==> config.mk <==
export PLATFORM = sky130hd
export DESIGN_NAME = letterbox_layout_calc
export DESIGN_NICKNAME = d
export VERILOG_FILES = /design/src/rtl/core/lbx_pkg.sv /design/src/rtl/core/letterbox_layout_calc.sv /design/src/rtl/core/lbx_div_pipe.sv
export VERILOG_INCLUDE_DIRS = /design/src /design/src/rtl/core
export SDC_FILE = /design/constraint.sdc
export NUM_CORES = 2
export LEC_CHECK = 0
export BUFFER_PORTS_ARGS = -buffer_cell sky130_fd_sc_hd__buf_2
export CORE_MARGIN = 2
export CORE_UTILIZATION = 57
export DETAILED_ROUTE_END_ITERATION = 6
export HOLD_SLACK_MARGIN = 0.02
export PLACE_DENSITY = 0.76
export SLEW_MARGIN = 20
export SYNTH_ARGS = -nofsm -noshare
export SYNTH_HDL_FRONTEND = slang
export SYNTH_HIERARCHICAL = 1
export SYNTH_SLANG_ARGS = --single-unit
==> constraint.sdc <==
create_clock -name clk -period 19.8 [get_ports clk]
set_input_delay 1.98 -clock clk [delete_from_list [all_inputs] [get_ports clk]]
set_output_delay 1.98 -clock clk [all_outputs]
set_load 0.05 [all_outputs]
==> src/rtl/core/letterbox_layout_calc_defines.svh <==
// Assertion macros shared by the letterbox layout RTL.
// Each macro expects clk and rst_n to be visible in the including module.
`ifndef LETTERBOX_LAYOUT_CALC_DEFINES_SVH
`define LETTERBOX_LAYOUT_CALC_DEFINES_SVH

// Condition that must hold at every clock edge outside reset.
`define LBX_CHECK(lbl, cond, msg) \
    lbl: assert property (@(posedge clk) disable iff (!rst_n) (cond)) else $error(msg);

// Same-cycle implication.
`define LBX_CHECK_IMP(lbl, ante, cons, msg) \
    lbl: assert property (@(posedge clk) disable iff (!rst_n) (ante) |-> (cons)) \
        else $error(msg);

// Next-cycle implication.
`define LBX_CHECK_NXT(lbl, ante, cons, msg) \
    lbl: assert property (@(posedge clk) disable iff (!rst_n) (ante) |=> (cons)) \
        else $error(msg);

`endif

==> src/rtl/core/lbx_pkg.sv <==
// Shared types, constants and helpers of the letterbox layout calculator.
// No dependencies; used by lbx_div_pipe and letterbox_layout_calc.
`default_nettype none

package lbx_pkg;

    localparam int MAX_DIM     = 4096;
    localparam int DIM_W       = 13;
    localparam int COORD_W     = 15;
    localparam int PLACE_W     = 16;
    localparam int PROD_W      = 2 * DIM_W;
    localparam int DIV_STAGES  = DIM_W + 1;
    localparam int IN_TDATA_W  = 88;
    localparam int OUT_TDATA_W = 112;
    localparam int CFG_IDX_W   = 1;

    localparam logic [CFG_IDX_W-1:0] REG_STRETCH_ENABLE = 1'd0;
    localparam logic [CFG_IDX_W-1:0] REG_KEEP_ASPECT    = 1'd1;

    typedef logic [DIM_W-1:0]          dim_t;
    typedef logic signed [COORD_W-1:0] coord_t;
    typedef logic [PROD_W-1:0]         prod_t;

    typedef enum logic [1:0] {
        MODE_FIT,
        MODE_PAD,
        MODE_ASPECT
    } mode_t;

    // Request data that rides alongside the divider.
    typedef struct packed {
        coord_t bound_left;
        coord_t bound_top;
        dim_t   bound_w;
        dim_t   bound_h;
        dim_t   src_w;
        dim_t   src_h;
        mode_t  mode;
        logic   letterbox;
    } side_t;

    // One divider stage word: partial remainder, divisor, quotient so far.
    typedef struct packed {
        prod_t rem;
        dim_t  den;
        dim_t  quo;
        side_t side;
    } div_word_t;

    // Saturate a size field into 1..MAX_DIM.
    function automatic dim_t clamp_dim(input dim_t v);
        dim_t r;
        if (v == '0)
        begin
            r = DIM_W'(1);
        end
        else if (v > DIM_W'(MAX_DIM))
        begin
            r = DIM_W'(MAX_DIM);
        end
        else
        begin
            r = v;
        end
        return r;
    endfunction

endpackage

`default_nettype wire

==> src/rtl/core/letterbox_layout_calc.sv <==
// Top level of the letterbox / pillarbox layout calculator.
// Depends on lbx_pkg, lbx_div_pipe and letterbox_layout_calc_defines.svh.
//
//  channel  | dir | payload (lowest bit first)                                  | accept
//  ---------+-----+-------------------------------------------------------------+-------------------
//  s_axis   | in  | bound_left, bound_top, bound_w, bound_h, src_w, src_h      | tvalid & tready
//  m_axis   | out | place_left, place_top, place_w, place_h, pads L/R/T/B      | tvalid & tready
//  cfg      | in  | cfg_addr (0 stretch_enable, 1 keep_aspect), cfg_wdata[0]   | cfg_we
//
// One word enters per cycle while m_axis is not stalled. The pipeline is one stage for the two size
// products, one operand load and 13 quotient-bit stages of the divider, and one output
// stage. Every stage holds its own valid bit and stalls only when the stage after it is
// full and stalled, so bubbles close up.
// Reset clears the valid bits and loads stretch_enable = 0, keep_aspect = 1.
`default_nettype none
`include "letterbox_layout_calc_defines.svh"

module letterbox_layout_calc
    import lbx_pkg::*;
(
    input  wire logic                   clk,
    input  wire logic                   rst_n,
    input  wire logic                   s_axis_tvalid,
    output logic                        s_axis_tready,
    // bound_left[14:0], bound_top[29:15], bound_w[42:30], bound_h[55:43],
    // src_w[68:56], src_h[81:69], zero fill [87:82]
    input  wire logic [IN_TDATA_W-1:0]  s_axis_tdata,
    output logic                        m_axis_tvalid,
    input  wire logic                   m_axis_tready,
    // place_left[15:0], place_top[31:16], place_w[44:32], place_h[57:45],
    // pad_left[70:58], pad_right[83:71], pad_top[96:84], pad_bottom[109:97],
    // zero fill [111:110]
    output logic [OUT_TDATA_W-1:0]      m_axis_tdata,
    input  wire logic                   cfg_we,
    input  wire logic [CFG_IDX_W-1:0]   cfg_addr,
    input  wire logic                   cfg_wdata
);

    localparam int OUT_FILL_W = OUT_TDATA_W - (2 * PLACE_W + 6 * DIM_W);
    localparam int EXT_W      = PLACE_W - COORD_W;
    localparam int ZEXT_W     = PLACE_W - DIM_W;

    // ---------------- configuration registers ----------------
    logic stretch_enable_reg;
    logic keep_aspect_reg;

    always_ff @(posedge clk or negedge rst_n)
    begin
        if (!rst_n)
        begin
            stretch_enable_reg <= 1'b0;
            keep_aspect_reg    <= 1'b1;
        end
        else if (cfg_we)
        begin
            unique case (cfg_addr)
                REG_STRETCH_ENABLE: stretch_enable_reg <= cfg_wdata;
                REG_KEEP_ASPECT:    keep_aspect_reg    <= cfg_wdata;
                default: ;
            endcase
        end
    end

    // ---------------- stage 1: clamp, mode, size products ----------------
    side_t in_side;
    dim_t  in_bw;
    dim_t  in_bh;
    dim_t  in_sw;
    dim_t  in_sh;
    logic  in_same;
    logic  in_fits;

    assign in_bw   = clamp_dim(s_axis_tdata[42:30]);
    assign in_bh   = clamp_dim(s_axis_tdata[55:43]);
    assign in_sw   = clamp_dim(s_axis_tdata[68:56]);
    assign in_sh   = clamp_dim(s_axis_tdata[81:69]);
    assign in_same = (in_sw == in_bw) && (in_sh == in_bh);
    assign in_fits = (in_sw <= in_bw) && (in_sh <= in_bh);

    always_comb
    begin
        in_side.bound_left = s_axis_tdata[14:0];
        in_side.bound_top  = s_axis_tdata[29:15];
        in_side.bound_w    = in_bw;
        in_side.bound_h    = in_bh;
        in_side.src_w      = in_sw;
        in_side.src_h      = in_sh;
        in_side.letterbox  = 1'b0;
        // Equal sizes fill; a fitting source without stretch is centered as is.
        if (in_same)
        begin
            in_side.mode = MODE_FIT;
        end
        else if (in_fits && !stretch_enable_reg)
        begin
            in_side.mode = MODE_PAD;
        end
        else if (keep_aspect_reg)
        begin
            in_side.mode = MODE_ASPECT;
        end
        else
        begin
            in_side.mode = MODE_FIT;
        end
    end

    logic  s1_vld_reg;
    logic  s1_rdy;
    side_t s1_side_reg;
    prod_t s1_swbh_reg;   // src_w * bound_h
    prod_t s1_bwsh_reg;   // bound_w * src_h
    prod_t s1_swbh_next;
    prod_t s1_bwsh_next;
    logic  div_in_ready;

    assign s1_swbh_next  = prod_t'(in_sw) * prod_t'(in_bh);
    assign s1_bwsh_next  = prod_t'(in_bw) * prod_t'(in_sh);
    assign s1_rdy        = !s1_vld_reg || div_in_ready;
    assign s_axis_tready = s1_rdy;

    always_ff @(posedge clk or negedge rst_n)
    begin
        if (!rst_n)
        begin
            s1_vld_reg <= 1'b0;
        end
        else if (s1_rdy)
        begin
            s1_vld_reg <= s_axis_tvalid;
        end
    end

    always_ff @(posedge clk)
    begin
        if (s1_rdy)
        begin
            s1_side_reg <= in_side;
            s1_swbh_reg <= s1_swbh_next;
            s1_bwsh_reg <= s1_bwsh_next;
        end
    end

    // ---------------- divider operands ----------------
    // Letterbox when src_w*bound_h >= bound_w*src_h: the scaled height is
    // ceil(bound_w*src_h / src_w). Otherwise the scaled width is
    // ceil(bound_h*src_w / src_h). Ceiling comes from adding divisor - 1.
    div_word_t div_in;
    div_word_t div_out;
    logic      div_out_valid;
    logic      div_out_ready;
    logic      lb_sel;
    prod_t     num_lb;
    prod_t     num_pb;

    assign lb_sel = s1_swbh_reg >= s1_bwsh_reg;
    assign num_lb = s1_bwsh_reg + prod_t'(s1_side_reg.src_w) - prod_t'(1);
    assign num_pb = s1_swbh_reg + prod_t'(s1_side_reg.src_h) - prod_t'(1);

    always_comb
    begin
        div_in           = '0;
        div_in.side      = s1_side_reg;
        div_in.side.letterbox = lb_sel;
        div_in.rem       = lb_sel ? num_lb : num_pb;
        div_in.den       = lb_sel ? s1_side_reg.src_w : s1_side_reg.src_h;
    end

    lbx_div_pipe u_div
    (
        .clk       (clk),
        .rst_n     (rst_n),
        .in_valid  (s1_vld_reg),
        .in_ready  (div_in_ready),
        .in_word   (div_in),
        .out_valid (div_out_valid),
        .out_ready (div_out_ready),
        .out_word  (div_out)
    );

    // ---------------- output stage: sizes, offsets, margins ----------------
    // Centering offset is floor(slack / 2) for every mode; the far margin takes
    // the rest of the slack.
    dim_t pw;
    dim_t ph;
    dim_t slack_w;
    dim_t slack_h;
    dim_t ox;
    dim_t oy;
    dim_t pad_r;
    dim_t pad_b;
    logic [PLACE_W-1:0] place_l;
    logic [PLACE_W-1:0] place_t;

    always_comb
    begin
        case (div_out.side.mode)
            MODE_PAD:
            begin
                pw = div_out.side.src_w;
                ph = div_out.side.src_h;
            end
            MODE_ASPECT:
            begin
                pw = div_out.side.letterbox ? div_out.side.bound_w : div_out.quo;
                ph = div_out.side.letterbox ? div_out.quo : div_out.side.bound_h;
            end
            default:
            begin
                pw = div_out.side.bound_w;
                ph = div_out.side.bound_h;
            end
        endcase
    end

    assign slack_w = div_out.side.bound_w - pw;
    assign slack_h = div_out.side.bound_h - ph;
    assign ox      = slack_w >> 1;
    assign oy      = slack_h >> 1;
    assign pad_r   = slack_w - ox;
    assign pad_b   = slack_h - oy;
    assign place_l = {{EXT_W{div_out.side.bound_left[COORD_W-1]}}, div_out.side.bound_left}
                     + {{ZEXT_W{1'b0}}, ox};
    assign place_t = {{EXT_W{div_out.side.bound_top[COORD_W-1]}}, div_out.side.bound_top}
                     + {{ZEXT_W{1'b0}}, oy};

    logic                   out_vld_reg;
    logic [OUT_TDATA_W-1:0] out_data_reg;
    logic [OUT_TDATA_W-1:0] out_data_next;

    assign div_out_ready = !out_vld_reg || m_axis_tready;
    assign out_data_next = {{OUT_FILL_W{1'b0}}, pad_b, oy, pad_r, ox, ph, pw,
                            place_t, place_l};

    always_ff @(posedge clk or negedge rst_n)
    begin
        if (!rst_n)
        begin
            out_vld_reg <= 1'b0;
        end
        else if (div_out_ready)
        begin
            out_vld_reg <= div_out_valid;
        end
    end

    // Hold the word while the sink stalls.
    always_ff @(posedge clk)
    begin
        if (div_out_ready)
        begin
            out_data_reg <= out_data_next;
        end
    end

    assign m_axis_tvalid = out_vld_reg;
    assign m_axis_tdata  = out_data_reg;

    // ---------------- checks ----------------
    `LBX_CHECK_IMP(a_size_nonzero, out_vld_reg,
        (out_data_reg[44:32] != '0) && (out_data_reg[57:45] != '0),
        "placed size is zero")
    `LBX_CHECK_IMP(a_pad_lr_split, out_vld_reg,
        (out_data_reg[70:58] <= out_data_reg[83:71]) &&
        ({1'b0, out_data_reg[83:71]} <= ({1'b0, out_data_reg[70:58]} + 14'd1)),
        "left/right margins not a floor/ceil split")
    `LBX_CHECK_IMP(a_pad_tb_split, out_vld_reg,
        (out_data_reg[96:84] <= out_data_reg[109:97]) &&
        ({1'b0, out_data_reg[109:97]} <= ({1'b0, out_data_reg[96:84]} + 14'd1)),
        "top/bottom margins not a floor/ceil split")
    `LBX_CHECK_NXT(a_s1_hold, s1_vld_reg && !s1_rdy,
        s1_vld_reg && $stable(s1_side_reg), "stage 1 word lost under stall")

endmodule

`default_nettype wire

==> src/rtl/core/lbx_div_pipe.sv <==
// Pipelined restoring divider, one quotient bit per stage, with per-stage stall.
// Depends on lbx_pkg and letterbox_layout_calc_defines.svh.
`default_nettype none
`include "letterbox_layout_calc_defines.svh"

module lbx_div_pipe
    import lbx_pkg::*;
(
    input  wire logic      clk,
    input  wire logic      rst_n,
    input  wire logic      in_valid,
    output logic           in_ready,
    input  wire div_word_t in_word,
    output logic           out_valid,
    input  wire logic      out_ready,
    output div_word_t      out_word
);

    // Stage 0 loads the operands; stage k retires quotient bit DIM_W-k.
    logic [DIV_STAGES-1:0] vld_reg;
    logic [DIV_STAGES-1:0] vld_next;
    logic [DIV_STAGES-1:0] rdy;
    div_word_t             word_reg  [DIV_STAGES];
    div_word_t             word_next [DIV_STAGES];

    always_comb
    begin
        rdy[DIV_STAGES-1] = !vld_reg[DIV_STAGES-1] || out_ready;
        for (int k = DIV_STAGES - 2; k >= 0; k--)
        begin
            rdy[k] = !vld_reg[k] || rdy[k+1];
        end
    end

    always_comb
    begin
        vld_next[0]  = in_valid;
        word_next[0] = in_word;
        for (int k = 1; k < DIV_STAGES; k++)
        begin
            vld_next[k]  = vld_reg[k-1];
            word_next[k] = word_reg[k-1];
            if (word_reg[k-1].rem >= (prod_t'(word_reg[k-1].den) << (DIM_W - k)))
            begin
                word_next[k].rem = word_reg[k-1].rem
                                   - (prod_t'(word_reg[k-1].den) << (DIM_W - k));
                word_next[k].quo = {word_reg[k-1].quo[DIM_W-2:0], 1'b1};
            end
            else
            begin
                word_next[k].quo = {word_reg[k-1].quo[DIM_W-2:0], 1'b0};
            end
        end
    end

    always_ff @(posedge clk or negedge rst_n)
    begin
        if (!rst_n)
        begin
            vld_reg <= '0;
        end
        else
        begin
            for (int k = 0; k < DIV_STAGES; k++)
            begin
                if (rdy[k])
                begin
                    vld_reg[k] <= vld_next[k];
                end
            end
        end
    end

    always_ff @(posedge clk)
    begin
        for (int k = 0; k < DIV_STAGES; k++)
        begin
            if (rdy[k])
            begin
                word_reg[k] <= word_next[k];
            end
        end
    end

    assign in_ready  = rdy[0];
    assign out_valid = vld_reg[DIV_STAGES-1];
    assign out_word  = word_reg[DIV_STAGES-1];

    `LBX_CHECK_IMP(a_rem_below_den, out_valid,
        out_word.rem < prod_t'(out_word.den), "divider remainder not below divisor")
    `LBX_CHECK_IMP(a_quo_range, out_valid,
        (out_word.quo != '0) && (out_word.quo <= DIM_W'(MAX_DIM)),
        "divider quotient outside 1..MAX_DIM")

endmodule

`default_nettype wire
Word-level counts from Yosys, hierarchy flattened. Memories as Yosys holds them, arrays and structs flattened. Cells that the tools add are included.

Add/sub/neg operators: 23. Multipliers: 2. Magnitude comparators: 20. Equal/unequal tests: 4. Mux-type cells: 70. Bitwise gates (word level): 1. Reductions and logical operators: 43.

Operators with widths (number): 2-to-1 mux 26 bit (14); 2-to-1 mux 13 bit (11); adder 26 x 13 -> 26 bit (2); > comparator 13 bit, second input constant (4); zero test 13 bit (4); multiplier 13 x 13 -> 26 bit (2); case mux 13 bit (2 select lines) (2); subtractor 26 x 1 -> 26 bit, second input constant (2); 2-to-1 mux 1 bit (42); adder 15 x 13 -> 16 bit (2); equality test 13 bit (2); >= comparator 26 x 13 -> 1 bit (1); >= comparator 26 x 14 -> 1 bit (1); >= comparator 26 x 15 -> 1 bit (1); >= comparator 26 x 16 -> 1 bit (1); >= comparator 26 x 17 -> 1 bit (1); >= comparator 26 x 18 -> 1 bit (1); >= comparator 26 x 19 -> 1 bit (1); >= comparator 26 x 20 -> 1 bit (1); >= comparator 26 x 21 -> 1 bit (1); >= comparator 26 x 22 -> 1 bit (1); >= comparator 26 x 23 -> 1 bit (1); >= comparator 26 x 24 -> 1 bit (1); >= comparator 26 x 25 -> 1 bit (1); 26 further kinds (63).

Register bits: 262. RAM bits: 1918. Word-level logic and storage cells: 193. Memories: 1.

Memory list: u_div.word_reg (words 14, bits a word 137, read ports 14, clocked after Yosys merged registers in 0, wr ports 14, RTL line lbx_div_pipe.sv:23) `div_word_t word_reg [DIV_STAGES];`.

Logic depth before layout (Yosys ltp).
Depth after elaboration: 18. Mapped depth: 26. Depth with buffers taken out: 24.

Modules after synthesis. The synthesis kept the hierarchy.

By module, submodules not included: lbx_div_pipe (instances 1, cells an instance 3892, area an instance 68902.3 µm², seq. area each 55213.0 µm²); letterbox_layout_calc (instances 1, cells an instance 2836, area an instance 26962.1 µm², seq. area each 7428.4 µm²).

Worst setup path after synthesis. OpenSTA, ideal clock, no wires.

Path type: input to output. Start point: in m_axis_tready. End point: out s_axis_tready. Arrival: 18539 ps. Slack: -719 ps. Stages on the path: 11. Path buffers: 1. Path through: nand2b_1 -> nor2b_1 -> nand2_1 -> nor2_1 -> and2_1 -> inv_1 -> nor2_1 -> and2_1 -> clkbuf_1 -> nand4_1 -> nand2b_1.

Longest elaborated chain between the ends: 16.

RTL lines: start, declared (RTL line letterbox_layout_calc.sv:29) `input wire logic m_axis_tready,`; logical OR 1 bit (RTL line letterbox_layout_calc.sv:231) `assign div_out_ready = !out_vld_reg || m_axis_tready;`; logical OR 1 bit (RTL line lbx_div_pipe.sv:28) `rdy[DIV_STAGES-1] = !vld_reg[DIV_STAGES-1] || out_ready;`; logical OR 1 bit (RTL line lbx_div_pipe.sv:31) `rdy[k] = !vld_reg[k] || rdy[k+1];`; via u_div.rdy[12] (RTL line lbx_div_pipe.sv:22) `logic [DIV_STAGES-1:0] rdy;`; logical OR 1 bit (4 in series) (RTL line lbx_div_pipe.sv:31); via u_div.rdy[8] (RTL line lbx_div_pipe.sv:22); logical OR 1 bit (8 in series) (RTL line lbx_div_pipe.sv:31); via div_in_ready (RTL line letterbox_layout_calc.sv:115) `logic div_in_ready;`; logical OR 1 bit (RTL line letterbox_layout_calc.sv:119) `assign s1_rdy = !s1_vld_reg || div_in_ready;`; end, declared (RTL line letterbox_layout_calc.sv:24) `output logic s_axis_tready,`.

The timed path passes the listed nets, and every way through them passes these cells.

Final worst setup path.
Start point: in m_axis_tready. End point: out s_axis_tready.

Longest elaborated chain between the ends: 16.

RTL lines: logical OR 1 bit (RTL line letterbox_layout_calc.sv:231); via div_out_ready (RTL line letterbox_layout_calc.sv:151) `logic div_out_ready;`; logical OR 1 bit (RTL line lbx_div_pipe.sv:28); logical OR 1 bit (RTL line lbx_div_pipe.sv:31); via u_div.rdy[12] (RTL line lbx_div_pipe.sv:22); logical OR 1 bit (4 in series) (RTL line lbx_div_pipe.sv:31); via u_div.rdy[8] (RTL line lbx_div_pipe.sv:22); logical OR 1 bit (8 in series) (RTL line lbx_div_pipe.sv:31); via div_in_ready (RTL line letterbox_layout_calc.sv:115); logical OR 1 bit (RTL line letterbox_layout_calc.sv:119).

The timed path passes the listed nets, and every way through them passes these cells.

==> run summary <==
status -> completed
cell internal pwr -> 0.0115 W
max FFs per register -> 1788
Post-CTS Resized -> 0
Crit Reg-Reg Startpoint -> m_axis_tvalid
num rows -> 148
Post-DP Area -> 0.0968 mm²
max cap viols -> 0
Final setup viols -> 0
WHS Endpoint -> u_div/word_reg[1][208]
Die H -> 410 µm
Die ar. -> 0.168 mm²
M1 wire length -> 69800 µm
# IOs -> 209
die width -> 410 µm
Clock transition at path regs -> 70 ps
global route overflow -> 0
Layout fillers -> 11600
post-route cell area -> 0.103 mm²
Final TNS setup -> 0 ps
Switch Pwr -> 0.00648 W
fmax -> 0.106 GHz
clk buf depth -> 3
vias in the first global route -> 51800
worst vdd ir -> 280 µV
largest net degree at the start of global routing -> 125
HPWL after DPL -> 123000 µm
clk_skew -> 32.4 ps
First DRT Iteration DRCs -> 3375
hold depth -> 0
layout cells sized above 1 -> 9.23%
drt drc -> 0
total core area -> 0.163 mm²
routability-driven placement congestion ratio -> 0.948
sequential power share -> 40.2%
register area -> 0.0615 mm²
Tcrit/Tclk final -> 47.5%
warnings from Yosys -> 6
WL met2 -> 93000 µm
RSZ-0062 raised after global routing -> no
Layout Nets -> 7649
sw frac -> 35.9%
CP arrival -> 7420 ps
Comb power frac -> 40.3%
FF-to-FF End -> div_in[65]
Clock Latency Late Sink -> 830 ps
CP Class -> in2out
n_diodes -> 0
antenna violations before repair -> 1
ANT nets after route -> 0
Global Route Usage Sum -> 21.9%
Synth-to-Final Area Change -> 9.68%
crit end category -> output pin
Post-Syn Area -> 0.0938 mm²
fin. max-slew vios -> 0
Worst Hold Class -> reg2reg
vias per cell -> 5.49
synthesized area per cell -> 14.3 µm²
htree depth -> 4
Clk network pwr share -> 19.5%
Worst Path Required -> 17820 ps
CTS sink cnt -> 2050
Via Count -> 50000
Worst slew margin -> 26.5%
router iterations before antenna repair -> 6
drt total wl -> 179000 µm
Worst Reg2Reg Path Length in Cells -> 12
initial core utilization -> 57.5%
CTS root buffer -> clkbuf_16
critical path launch point type -> input pin
first-pass GRT wire length -> 285000 µm
highest routed layer -> met5
multi-input logic area -> 0.0281 mm²
Crit Path Max Fanout -> 60
r2r setup slk -> 13200 ps
count of input and output buffers -> 198
Worst Max-Slew Pin Slew -> 1100 ps
met3 wire length -> 7700 µm
CTS tree -> yes
Gate Count Post-Synth -> 6549
DR WL/cell -> 19.6 µm
hold_sp -> u_div/word_reg[1][71]
Post-CTS Hold Fix Bufs -> 0
CTS buffer count -> 188
Final Hold Fails -> 0
Lkg Pwr -> 41.6 nW
post-CTS setup buffer count -> 0
P per Cell Area -> 175 mW/mm²
Final Critical Period -> 9400 ps
-- per-stage QoR --
| step | worst slack (ps) | hold WS [ps] | cells | power, W | util, % |
|---|---|---|---|---|---|
| 6_report | 10400 | 402 | 9108 | 0.0180 | 63.0 |
| 2_1_floorplan | 694 | 400 | 6552 | 0.0128 | - |
| 3_5_place_dp | 10570 | 405 | 8765 | 0.0144 | 59.3 |
| 5_1_grt | 9920 | 405 | 9108 | 0.0192 | 63.0 |
| 3_3_place_gp | 10710 | 400 | 8765 | 0.0141 | 59.3 |
| 4_1_cts | 10330 | 401 | 9108 | 0.0181 | 63.0 |
-- placed cells by master (no fill, tap or decap), drive strengths merged, types with 14 or more instances in the layout --
cell type / n
mux2i: 40
or4: 22
nor4b: 14
or2: 24
a22oi: 24
nor3: 78
buf: 252
a21o: 116
xnor2: 175
o211ai: 20
a21boi: 19
o21ai: 239
nand2: 440
o21bai: 23
bufinv: 14
nand2b: 80
fa: 263
mux2: 41
nor2b: 79
nor2: 337
o31a: 16
a31oi: 29
o21a: 51
and2: 33
clkbuf: 232
edfxtp: 2032
clkinv: 94
nand3: 74
o31ai: 25
nor4: 44
inv: 803
nand4: 41
a21oi: 235
ha: 511
a211oi: 36
and3: 22
xor2: 153
or3: 24
dfrtp: 17
-- power by group through the flow --
| stage | clock (W) | combinational [W] | sequential (W) |
|---|---|---|---|
| 4_1_cts | 0.00361 | 0.00722 | 0.00725 |
| 3_5_place_dp | 0 | 0.00712 | 0.00729 |
| 6_report | 0.00352 | 0.00726 | 0.00724 |
| 5_1_grt | 0.00376 | 0.00809 | 0.00736 |
| 2_1_floorplan | 0 | 0.00528 | 0.00749 |
| 3_3_place_gp | 0 | 0.00686 | 0.00723 |
-- per-layer routing --
| layer | up-vias | GRT usage [%] |
|---|---|---|
| met4 | 2 | 9.67 |
| met3 | 401 | 3.19 |
| met5 | - | 0 |
| met2 | 1365 | 39.3 |
| met1 | 24400 | 26.1 |
| li1 | 23800 | - |
-- cell type report --
cell class	instances	area share, %
Sequential cell	2050	59.8
Multi-Input combinational cell	3477	27.4
Clock buffer	232	4.78
Inverter	811	2.97
Tap cell	2175	2.65
Timing Repair Buffer	252	1.37
Clock inverter	111	1.11
-- how the worst max path moves through the flow --
stage             startpoint       endpoint  slack (ps)  depth (start not counted)
6_report       m_axis_tready  s_axis_tready       10400                         12
2_1_floorplan  m_axis_tready  s_axis_tready         690                         11
5_1_grt        m_axis_tready  s_axis_tready        9920                         12
4_1_cts        m_axis_tready  s_axis_tready       10330                         12
3_5_place_dp   m_axis_tready  s_axis_tready       10570                         12
3_3_place_gp   m_axis_tready  s_axis_tready       10710                         12
-- critical path: stages --
cell,delay (ps)
buf_2,100
nand2b_4,340
nor2b_1,680
nand2_4,280
nor2_1,380
and2_1,420
inv_4,350
nor2_1,420
and2_1,470
nand4_1,680
nand2b_4,760
buf_2,430
(Power assumes the default switching activity.)
